$ cat config.mk
export PLATFORM = sky130hd
export DESIGN_NAME = cfv_window
export DESIGN_NICKNAME = d
export VERILOG_FILES = /design/src/conv1d_full_valid_same_macros.svh /design/src/cfv_pkg.sv /design/src/cfv_window.sv
export SDC_FILE = /design/constraint.sdc
export NUM_CORES = 1
export LEC_CHECK = 0
export BUFFER_PORTS_ARGS = -buffer_cell sky130_fd_sc_hd__buf_2
export CORE_ASPECT_RATIO = 2
export CORE_UTILIZATION = 61
export CTS_CLUSTER_DIAMETER = 30
export DETAILED_ROUTE_END_ITERATION = 10
export HOLD_SLACK_MARGIN = 0.05
export MAX_ROUTING_LAYER = met4
export PLACE_DENSITY_LB_ADDON = 0.08
export SLEW_MARGIN = 15
export SYNTH_ARGS = -nofsm -noshare
export SYNTH_HDL_FRONTEND = slang
export SYNTH_SLANG_ARGS = --single-unit
$ cat constraint.sdc
create_clock -name clk -period 5.98 [get_ports clk]
set_input_delay 1.196 -clock clk [delete_from_list [all_inputs] [get_ports clk]]
set_output_delay 1.196 -clock clk [all_outputs]
set_load 0.05 [all_outputs]
$ cat src/conv1d_full_valid_same_macros.svh
// ---------------------------------------------------------------------------
// conv1d_full_valid_same assertion macros
// Short forms for the concurrent checks of the convolution block.
// ---------------------------------------------------------------------------
`ifndef CONV1D_FULL_VALID_SAME_MACROS_SVH
`define CONV1D_FULL_VALID_SAME_MACROS_SVH

// Same-cycle implication, sampled on clk and switched off while rst_n is low.
`define CFV_ASSERT_IMPL(label, ante, cons) \
    label: assert property (@(posedge clk) disable iff (!rst_n) (ante) |-> (cons)) \
        else $error("conv1d_full_valid_same: same-cycle check failed");

// Next-cycle implication, sampled on clk and switched off while rst_n is low.
`define CFV_ASSERT_NEXT(label, ante, cons) \
    label: assert property (@(posedge clk) disable iff (!rst_n) (ante) |=> (cons)) \
        else $error("conv1d_full_valid_same: next-cycle check failed");

`endif

$ cat src/cfv_pkg.sv
// ---------------------------------------------------------------------------
// cfv_pkg
// Shared constants, codes and types of the 1-D convolution block.
// ---------------------------------------------------------------------------
package cfv_pkg;

    localparam int MAX_TAPS_DEF    = 64;
    localparam int SAMPLE_BITS_DEF = 16;
    localparam int LENGTH_BITS_DEF = 16;

    localparam int RESULT_W   = 40;
    localparam int POS_W      = 17;
    localparam int TAP_IDX_W  = 6;
    localparam int MODE_W     = 2;
    localparam int SLEN_W     = 16;
    localparam int KLEN_W     = 7;
    localparam int CFG_IDX_W  = 2;
    localparam int CFG_DATA_W = 16;

    localparam logic [MODE_W-1:0] MODE_FULL  = 2'd0;
    localparam logic [MODE_W-1:0] MODE_VALID = 2'd1;
    localparam logic [MODE_W-1:0] MODE_SAME  = 2'd2;

    localparam logic CMD_TAP    = 1'b0;
    localparam logic CMD_SAMPLE = 1'b1;

    localparam logic [CFG_IDX_W-1:0] REG_MODE = 2'd0;
    localparam logic [CFG_IDX_W-1:0] REG_SLEN = 2'd1;
    localparam logic [CFG_IDX_W-1:0] REG_KLEN = 2'd2;

    // Control broadcast from the sequencer to every cell of the chain.
    typedef struct packed {
        logic shift;
        logic clear;
        logic snap;
        logic roll;
        logic tap_we;
    } cell_ctl_t;

    // Output window decision for the current full-convolution point.
    typedef struct packed {
        logic             keep;
        logic             last;
        logic [POS_W-1:0] pos;
    } win_t;

endpackage

$ cat src/cfv_window.sv
// ---------------------------------------------------------------------------
// cfv_window
// Output window bounds for full, valid and same modes, and the keep,
// position and last decision for one full-convolution point.
// ---------------------------------------------------------------------------
module cfv_window #(
    parameter int KW = 7
) (
    input  logic                           clk,
    input  logic                           rst_n,
    input  logic [cfv_pkg::MODE_W-1:0]     mode,
    input  logic [cfv_pkg::SLEN_W-1:0]     eff_len,
    input  logic [KW-1:0]                  eff_k,
    input  logic [cfv_pkg::POS_W-1:0]      full_index,
    output cfv_pkg::win_t                  win
);
    import cfv_pkg::*;

    logic [POS_W-1:0] len_w;
    logic [POS_W-1:0] k_w;
    logic [POS_W-1:0] full_w;
    logic [POS_W-1:0] off_next;
    logic [POS_W-1:0] size_next;
    logic             en_next;
    logic [POS_W-1:0] off_reg;
    logic [POS_W-1:0] size_reg;
    logic             en_reg;
    logic [POS_W-1:0] diff;

    assign len_w  = POS_W'(eff_len);
    assign k_w    = POS_W'(eff_k);
    assign full_w = len_w + k_w - POS_W'(1);

    always_comb
    begin
        off_next  = '0;
        size_next = '0;
        en_next   = 1'b0;
        unique case (mode)
            MODE_FULL:
            begin
                size_next = full_w;
                en_next   = 1'b1;
            end
            MODE_VALID:
            begin
                off_next  = k_w - POS_W'(1);
                size_next = (len_w >= k_w) ? len_w - k_w + POS_W'(1) : '0;
                en_next   = 1'b1;
            end
            MODE_SAME:
            begin
                size_next = (len_w > k_w) ? len_w : k_w;
                off_next  = (full_w - size_next) >> 1;
                en_next   = 1'b1;
            end
            default:
            begin
                en_next = 1'b0;
            end
        endcase
    end

    always_ff @(posedge clk or negedge rst_n)
    begin
        if (!rst_n)
        begin
            off_reg  <= '0;
            size_reg <= '0;
            en_reg   <= 1'b0;
        end
        else
        begin
            off_reg  <= off_next;
            size_reg <= size_next;
            en_reg   <= en_next;
        end
    end

    assign diff     = full_index - off_reg;
    assign win.keep = en_reg && (full_index >= off_reg) && (diff < size_reg);
    assign win.pos  = diff;
    assign win.last = diff == (size_reg - POS_W'(1));

endmodule

==> metrics.md <==
| Metric | Value |
|---|---|
| CP Data Required Time | 4.78 ns |
| EDFF count, synth | 0 |
| Die Height | 137.4 um |
| Fin. Hold Viols | 0 |
| Failing checks | DRC |
| Layout cells sized above 1 | 12.92% |
| Final hold slack | 0.9624 ns |
| Final std cells w/o fill | 876 |
| Clk slew on worst S/H paths | 0.05 ns |
| DP Worst Slack | 0.05187 ns |
| Worst EP arrival | 4.48 ns |
| Die Width | 69.69 um |
| # clock sinks | 35 |
| Netlist cell types | 56 |
| CTS tree | yes |
| Sw Share | 48.17% |
| Cell count after synthesis | 710 |
| Die area | 9574 um2 |
| DR vias/cell | 6.042 |
| LEAKAGE | 2.999 nW |
| Yosys top cell area share | around 22% |
| Fraction of registers with async set/reset | 100.0% |
| Number of max-cap violations | 0 |
| Switching power total | 0.0008449 W |
| Area of the core | 8951 um2 |
| Sequential Power Share | 16.2% |
| Crit path cell chain | buf_2 -> ha_2 -> o21ai_0 -> a21oi_2 -> o311ai_0 -> buf_4 -> a21oi_1 -> o21ai_0 -> a21oi_2 -> xor2_2 -> ha_1 -> nor2b_1 -> o21ai_0 -> o2111ai_1 -> a311oi_2 -> buf_6 |
| CP dominant cell by count | o21ai_0 |
| DR vias | 5293 |
| Clock share of power | 15.3% |
| N_diodes | 0 |
| Post-DP HPWL | 12520 um |
| CP max FO | 6 |
| Netlist Area Pre-Place | 5590 um2 |
| Global-route wire length before repair | 24630 um |
| Max Fclk | 176.2 MHz |
| Power per cell area | 279.5 nW/um2 |
| Final min period | about 5.7 ns |
| Slowest stage cell on the critical path | ha_2 |
| Initial DRT Pass Iterations | 8 |
| Placed Cells | roughly 870 |
| Routed len/inst | 16.70 um |
| DRT iter0 DRCs | 180 |
| Hold WC Path Type | input pin to asynchronous set/reset pin |
| P_int | 0.0009091 W |
| Nature of the critical path endpoint | output pin |
| Dominant cell type by area after synthesis | ha_1 |
| Slack of the critical path | about 0.30 ns |
| Tot GR Track Use | roughly a third |
| Post-route ant nets | 0 |
| Warnings from Yosys | 0 |
| Critical path buffers and inverters | 3 |
| Worst path top cell family by delay | compound AO/OA/AOI/OAI gates |
| Row Count | 49 |
| Vias in the first global route | 5525 |
| VDD IR max | between 0.1 and 0.15 mV |
| Outcome | complete, but fails checks |
| Worst setup SP type | input pin |
| Final Wtd Congestion | 0.9892 |
| Share of the yosys chip area belonging to registers | between 10% and 20% |
| Fin Setup TNS | 0 ns |
| Root Driver | clkbuf_16 |
| Setup bufs post-CTS | 0 |
| RSZ-0062 raised after global routing | false |
| Period utilization | 94.92% |
| Synthesized area per cell | 7.874 um2 |
| FF+latch area | 875.8 um2 |
| Rel. slew slack | 52.96% |
| Drt total wl | 14630 um |
| H-tree Lvls | 2 |
| Largest net degree at the start of global routing | 36 |
| Multi-input logic area | 4385 um2 |
| DRC viols | 2 |
| Synthesized net count | 859 |
| Starting density of the core | 62.45% |
| Port Buffers | 62 |
| CTS Buf Count | 5 |
| Slew Viols, Final | 0 |
| Initial antenna violation count | 0 |
| Comb pwr share | 68.4% |
| Number of synthesized register bits | 35 |
| Number of fillers in the final layout | about 750 |
| Worst path max stage delay | 0.39 ns |
| Final-report setup violation count | 0 |
| Layout area overhead | 12.24% |
| Io pins | 63 |
| Synth top area cells | ha_1 (22%), dfrtp_1 (16%), xnor2_1 (11%) |
| WS Path Type | input pin to output pin |
| Remaining global-route overflow | 0 |
| Nets | a little over 900 |
| Most used DFF post-synth | dfrtp_1 |
| Clock buffer depth | 2 |
| Slew @ Worst Pin | 0.7056 ns |
-- worst max-delay path by stage --
stage,start,end,slack (ns),cells after the start
after floorplan,full_index[0],win[18],-0.08,15
after global placement,full_index[2],win[18],0.22,16
after detailed placement,full_index[2],win[18],0.05,16
after CTS,full_index[2],win[18],0.004,16
after global routing,full_index[0],win[18],0.01,19
final,full_index[2],win[18],0.30,16
-- logic make-up (layout without fill, tap and decap cells) --
group                      after synthesis  after routing  share of synthesized area [%]
DFF                                     35             35                          15.67
muxes                                    6              6                          1.074
AOI/OAI and AO/OA                      180            180                          21.31
xor gates and xnor gates                89             89                          13.94
buffers and inverters                  109            173                          7.319
adders and majority gates              107            107                          24.66
and+or+nand+nor                        184            184                          16.02
-- synth_stat cells (9+ instances only) --
master / n
nor4_1: 9
xnor2_1: 69
a222oi_1: 14
nand3_1: 13
o21ai_0: 35
ha_1: 99
nor3_1: 19
xor2_1: 20
nand2_1: 42
clkbuf_1: 13
dfrtp_1: 35
a21oi_1: 50
nor2_1: 56
inv_1: 96
nor2b_1: 13
a21o_1: 15
-- repair_timing --
action | CTS | global route
resized for setup | 0 | 7
hold buffers | 0 | 0
hold endpoints to repair | 0 | 0
setup endpoints to repair | 0 | 1
-- power by group through the flow --
stage | Sequential (W) | Clock, W | Combinational [W]
final | 0.000285 | 0.000269 | 0.00120
after global routing | 0.000289 | 0.000282 | 0.00132
after CTS | 0.000285 | 0.000272 | 0.00119
after detailed placement | 0.000289 | 0 | 0.00118
after global placement | 0.000287 | 0 | 0.00115
after floorplan | 0.000283 | 0 | 0.000920
-- metal layers --
metal | vias up | share of wire, % | GRT usage (%) | wire length [um]
li1 | 2622 | - | - | -
met1 | 2467 | 36 | 31.30 | 5258
met2 | 153 | 56 | 63.21 | 8120
met3 | 51 | 2.6 | 1.975 | 377
met4 | 0 | 6.0 | 21.00 | 874
met5 | - | 0 | - | 0
-- stage by stage --
step	power [W]	cell area [um2]	util, %
after floorplan	0.001203	5658	-
after global placement	0.001439	6100	68.14
after detailed placement	0.001466	6100	68.14
after CTS	0.001743	6256	69.89
after global routing	0.001892	6275	70.10
final	0.001754	6275	70.10
-- cell type report --
class | instances | area share, %
multi-input cells | 566 | 69.89
flip-flops and latches | 35 | 13.96
repair buffers | 69 | 5.882
inverters | 96 | 5.743
clock buffers | 8 | 2.493
well taps | 102 | 2.034
-- cell usage in the layout (no fill, tap or decap), types with 14 or more instances in the layout --
master / instances
inv_1: 96
buf_2: 61
nor3_1: 19
dfrtp_1: 35
xor2_1: 18
nor2_1: 56
a21o_1: 15
o21ai_0: 35
a21oi_1: 48
a222oi_1: 14
nand2_1: 42
xnor2_1: 64
ha_1: 98
Power figures use the tool's default switching activity.
