### src/conv1d_full_valid_same_macros.svh
// ---------------------------------------------------------------------------
// conv1d_full_valid_same assertion macros
// Short forms for the concurrent checks of the convolution block.
// ---------------------------------------------------------------------------
`ifndef CONV1D_FULL_VALID_SAME_MACROS_SVH
`define CONV1D_FULL_VALID_SAME_MACROS_SVH

// Same-cycle implication, sampled on clk and switched off while rst_n is low.
`define CFV_ASSERT_IMPL(label, ante, cons) \
    label: assert property (@(posedge clk) disable iff (!rst_n) (ante) |-> (cons)) \
        else $error("conv1d_full_valid_same: same-cycle check failed");

// Next-cycle implication, sampled on clk and switched off while rst_n is low.
`define CFV_ASSERT_NEXT(label, ante, cons) \
    label: assert property (@(posedge clk) disable iff (!rst_n) (ante) |=> (cons)) \
        else $error("conv1d_full_valid_same: next-cycle check failed");

`endif

### src/cfv_pkg.sv
// ---------------------------------------------------------------------------
// cfv_pkg
// Shared constants, codes and types of the 1-D convolution block.
// ---------------------------------------------------------------------------
package cfv_pkg;

    localparam int MAX_TAPS_DEF    = 64;
    localparam int SAMPLE_BITS_DEF = 16;
    localparam int LENGTH_BITS_DEF = 16;

    localparam int RESULT_W   = 40;
    localparam int POS_W      = 17;
    localparam int TAP_IDX_W  = 6;
    localparam int MODE_W     = 2;
    localparam int SLEN_W     = 16;
    localparam int KLEN_W     = 7;
    localparam int CFG_IDX_W  = 2;
    localparam int CFG_DATA_W = 16;

    localparam logic [MODE_W-1:0] MODE_FULL  = 2'd0;
    localparam logic [MODE_W-1:0] MODE_VALID = 2'd1;
    localparam logic [MODE_W-1:0] MODE_SAME  = 2'd2;

    localparam logic CMD_TAP    = 1'b0;
    localparam logic CMD_SAMPLE = 1'b1;

    localparam logic [CFG_IDX_W-1:0] REG_MODE = 2'd0;
    localparam logic [CFG_IDX_W-1:0] REG_SLEN = 2'd1;
    localparam logic [CFG_IDX_W-1:0] REG_KLEN = 2'd2;

    // Control broadcast from the sequencer to every cell of the chain.
    typedef struct packed {
        logic shift;
        logic clear;
        logic snap;
        logic roll;
        logic tap_we;
    } cell_ctl_t;

    // Output window decision for the current full-convolution point.
    typedef struct packed {
        logic             keep;
        logic             last;
        logic [POS_W-1:0] pos;
    } win_t;

endpackage

### src/cfv_cell.sv
// ---------------------------------------------------------------------------
// cfv_cell
// One tap cell: delay-line sample, kernel tap, and a product stage that
// hands its product to the neighbor toward the accumulator.
// ---------------------------------------------------------------------------
module cfv_cell #(
    parameter int SAMPLE_BITS = cfv_pkg::SAMPLE_BITS_DEF,
    parameter int KW          = 7,
    parameter int INDEX       = 0
) (
    input  logic                                   clk,
    input  logic                                   rst_n,
    input  cfv_pkg::cell_ctl_t                     ctl,
    input  logic [KW-1:0]                          eff_k,
    input  logic [cfv_pkg::TAP_IDX_W-1:0]          tap_index,
    input  logic [SAMPLE_BITS-1:0]                 tap_value,
    input  logic [SAMPLE_BITS-1:0]                 sample_in,
    output logic [SAMPLE_BITS-1:0]                 sample_out,
    input  logic signed [cfv_pkg::RESULT_W-1:0]    prod_in,
    output logic signed [cfv_pkg::RESULT_W-1:0]    prod_out
);
    import cfv_pkg::*;

    logic [SAMPLE_BITS-1:0]        sample_reg;
    logic [SAMPLE_BITS-1:0]        sample_next;
    logic [SAMPLE_BITS-1:0]        tap_reg;
    logic [SAMPLE_BITS-1:0]        tap_next;
    logic signed [RESULT_W-1:0]    prod_reg;
    logic signed [RESULT_W-1:0]    prod_next;
    logic signed [2*SAMPLE_BITS-1:0] mult;
    logic                          in_use;
    logic                          tap_hit;

    assign in_use  = KW'(INDEX) < eff_k;
    assign tap_hit = tap_index == TAP_IDX_W'(INDEX);
    assign mult    = $signed(sample_reg) * $signed(tap_reg);

    always_comb
    begin
        sample_next = sample_reg;
        if (ctl.clear)
        begin
            sample_next = '0;
        end
        else if (ctl.shift)
        begin
            sample_next = sample_in;
        end

        tap_next = tap_reg;
        if (ctl.tap_we && tap_hit)
        begin
            tap_next = tap_value;
        end

        // Taps beyond the kernel length contribute nothing to the point.
        prod_next = prod_reg;
        if (ctl.snap)
        begin
            prod_next = in_use ? RESULT_W'(mult) : '0;
        end
        else if (ctl.roll)
        begin
            prod_next = prod_in;
        end
    end

    always_ff @(posedge clk or negedge rst_n)
    begin
        if (!rst_n)
        begin
            sample_reg <= '0;
        end
        else
        begin
            sample_reg <= sample_next;
        end
    end

    always_ff @(posedge clk)
    begin
        tap_reg  <= tap_next;
        prod_reg <= prod_next;
    end

    assign sample_out = sample_reg;
    assign prod_out   = prod_reg;

endmodule

### config.mk
export PLATFORM = sky130hd
export DESIGN_NAME = cfv_cell
export DESIGN_NICKNAME = d
export VERILOG_FILES = /design/src/conv1d_full_valid_same_macros.svh /design/src/cfv_pkg.sv /design/src/cfv_cell.sv
export SDC_FILE = /design/constraint.sdc
export NUM_CORES = 1
export LEC_CHECK = 0
export ABC_AREA = 1
export BUFFER_PORTS_ARGS = -buffer_cell sky130_fd_sc_hd__buf_2
export CORE_UTILIZATION = 56
export DETAILED_ROUTE_END_ITERATION = 16
export PLACE_DENSITY = 0.88
export SLEW_MARGIN = 40
export SYNTH_ARGS = -nofsm -noshare
export SYNTH_HDL_FRONTEND = slang
export SYNTH_SLANG_ARGS = --single-unit
### constraint.sdc
create_clock -name clk -period 6 [get_ports clk]
set_clock_uncertainty 0.15 [all_clocks]
set_input_delay 0.9 -clock clk [delete_from_list [all_inputs] [get_ports clk]]
set_output_delay 0.9 -clock clk [all_outputs]
set_load 0.1 [all_outputs]
==> impl_metrics.tcl <==
set metrics [dict create \
    ios 148 \
    required_ns 5.95 \
    die_h_um 157 \
    place_hpwl_um 27600 \
    grt_use_met2_pct 55.3 \
    clk_pin_slew_ns 0.07 \
    grt_util_met3_pct 6.61 \
    grt_max_degree 42 \
    grt_pass1_wl_um 59000 \
    grt_remaining_overflow 0 \
    cts_sinks 72 \
    synth_top_family_by_area "adder cells" \
    async_reset_ff_share_pct 22.2 \
    grt_usage_pct 31.8 \
    syn_avg_cell_area_sq_um 7.95 \
    synth-compound-area-share_pct 3.60 \
    cp-start-kind "flip-flop" \
    largest_reg_flops 40 \
    wl_um 38700 \
    status "finished with violations" \
    cp-end-kind "flip-flop" \
    gr-usage-met1_pct 35.6 \
    worst_pin_slew_ns 0.810 \
    p_total_w 0.00641 \
    finalNonFillerCells 2174 \
    crit_type "flip-flop to flip-flop" \
    p_leak_nw 9.08 \
    antenna_cells 0 \
    synth-simple-area-share_pct 18.4 \
    portBuffers 147 \
    initial_core_util_pct 57.4 \
    ir_drop_mv 0.325 \
    drt_iter0_drc 1217 \
    num_rows 56 \
    antenna_found_initial 0 \
    gp_congestion 0.914 \
    period_minus_slack_ns 6.20 \
    drc 0 \
    cpLargestDelayFamily "adder cells" \
    tns_ns -1.92 \
    max_freq_ghz 0.161 \
    firstDrtPassIters 6 \
    nFillCells 1795 \
    synthMuxAreaShare_pct 0 \
    numCtsBuffers 9 \
    synth_adder_area_share_pct 46.4 \
    final-setup-viol-count 17 \
    r2r_setup_slack_ns -0.20 \
    synth_edf_count 56 \
    clockRootBuffer "clkbuf_16" \
    viasPerCell 5.43 \
    grt.busiest_layer "met2" \
    cpPeakStageDelay_ns 0.69 \
    ys_seq_area_share_pct 15.4 \
    critPathArrivalTime_ns 6.15 \
    synth_xor_area_share_pct 0.130 \
    period_share_pct 103 \
    ys_seq_elements 72 \
    slew_headroom_pct 46.0 \
    wl_per_cell_um 17.8 \
    cts_max_level 3 \
    synthesis.area_sq_mm 0.0135 \
    path_buf_inv 5 \
    die_width_um 157 \
    design.die.area_sq_mm 0.0247 \
    fin_ws_ns -0.198 \
    cp_slowest_cell "fa_2" \
    powerDensity_mw_per_mm2 410 \
    max-cap-violations 0 \
    crit_fanout 7 \
    syn_to_final_growth_pct 15.9 \
    drive_gt1_share_pct 18.8 \
    coreArea_sq_mm 0.0235 \
    violations "setup timing" \
    dp.cells 2113 \
    final_nets 2286 \
    drtAntennaViolNets 0 \
    synthCells 1700 \
    rsz0062_at_grt "yes" \
    insertion_delay_ns 0.35 \
    hold_viol 0 \
    cp_cell_sequence "nand2_8 -> fa_2 -> clkinvlp_4 -> fa_2 -> buf_6 -> fa_2 -> buf_4 -> fa_1 -> inv_1 -> fa_1 -> inv_1 -> fa_1 -> ha_4 -> a21oi_1 -> a21boi_1 -> nand2_1 -> a21oi_2 -> nand3_1 -> nand3_1 -> nand2_1" \
    grt_pass1_vias 12300 \
    synth.distinct_cells 30 \
    clockBufferDepth 2 \
    slew_viol_final 0 \
    syn-num-nets 2136 \
    cts_tree "yes" \
    hold_path_class "input port to async pin" \
    vias 11800 \
    synth_flop_cell "edfxtp_1" \
    yosysWarnings 0 \
]
==> worst paths after layout <==
check	startpoint	end	depth (start not counted)
setup reg to reg	sample_out[15]$_DFFE_PN0P_	prod_out[30]$_DFFE_PP_	20
hold / removal	rst_n	sample_out[10]$_DFFE_PN0P_	1
min in group clk	sample_out[0]$_DFFE_PN0P_	sample_out[0]$_DFFE_PN0P_	2
max in group asynchronous	rst_n	sample_out[5]$_DFFE_PN0P_	1
hold reg to reg	sample_out[0]$_DFFE_PN0P_	sample_out[0]$_DFFE_PN0P_	2
setup / recovery	sample_out[15]$_DFFE_PN0P_	prod_out[30]$_DFFE_PP_	20
==> final cells by class <==
class	instances	area [sq um]	share of cell area, %
multi-input cells	1056	9710	62.1
flip-flops and latches	72	2120	13.6
inverters	498	1870	12.0
repair buffers	213	1270	8.12
well taps	319	399	2.55
clock buffers	9	225	1.44
clock inverters	7	47.5	0.304
==> report_power, final <==
part / switching [W] / internal, W
Combinational: 0.00342 / 0.00168
Sequential: 0.0000684 / 0.000715
Clock: 0.000240 / 0.000280
==> synth_stat cells (all sizes together) (4+ instances only) <==
master | instances | area, sq um
edfxtp | 56 | 1680
nand4 | 11 | 68.8
nand2 | 474 | 1790
dfrtp | 16 | 400
nand3 | 58 | 308
inv | 498 | 1870
nor2 | 59 | 231
a21oi | 36 | 180
fa | 262 | 5250
o21bai | 4 | 30.0
nand3b | 4 | 30.0
o21ai | 47 | 235
nor3 | 6 | 30.0
ha | 82 | 1030
clkbuf | 73 | 284
==> per-layer routing <==
metal	routed length (um)	part of all wire, %
met1	12600	33
met2	19800	51
met3	3460	8.9
met4	2800	7.2
met5	0	0
==> cell usage in the layout (no fill, tap or decap), types with 8 or more instances in the layout <==
cell type,n
fa_1,255
ha_4,11
inv_1,489
nand3_1,53
nand2_2,24
clkbuf_16,9
nor2_2,17
inv_2,8
o21ai_0,41
nand2_1,444
ha_1,65
dfrtp_4,9
a21oi_1,28
nor2_1,38
edfxtp_1,56
buf_2,147
buf_4,58
nand4_1,11
==> logic make-up (layout without fill, tap and decap cells) <==
| family | Yosys count | in the layout |
|---|---|---|
| AO/OA/AOI/OAI | 92 | 92 |
| XOR/XNOR | 2 | 2 |
| adder cells (fa/ha/maj) | 344 | 344 |
| buffers and inverters | 573 | 727 |
| flip-flops | 72 | 72 |
| AND/OR/NAND/NOR | 617 | 618 |
==> metrics by stage <==
step | cell area [sq um] | hold WS (ns) | utilization (%) | setup slack (ns)
floorplan | 13600 | 0.454 | - | 0.00104
global placement | 14600 | 0.402 | 61.8 | 0.0127
detailed placement | 14600 | 0.404 | 61.8 | -0.0599
CTS | 15000 | 0.308 | 63.7 | 0.00466
global route | 15600 | 0.330 | 66.5 | -0.374
finish | 15600 | 0.304 | 66.5 | -0.198
==> worst register-to-register path, stage by stage (launching register included) <==
cell        delay (ns)
dfrtp_4           0.57
nand2_8           0.11
fa_2              0.69
clkinvlp_4        0.18
fa_2              0.64
buf_6             0.13
fa_2              0.47
buf_4             0.16
fa_1              0.48
inv_1             0.05
fa_1              0.47
inv_1             0.05
fa_1              0.49
ha_4              0.29
a21oi_1           0.24
a21boi_1          0.29
nand2_1           0.11
a21oi_2           0.14
nand3_1           0.09
nand3_1           0.10
nand2_1           0.06
==> timing repair <==
action	4_1_cts	5_1_grt
gates resized for setup	10	117
hold buffers	0	0
setup buffers	15	29
pin swaps	4	37
cloned	0	1
setup endpoints to repair	18	28
Power figures use the tool's default switching activity.
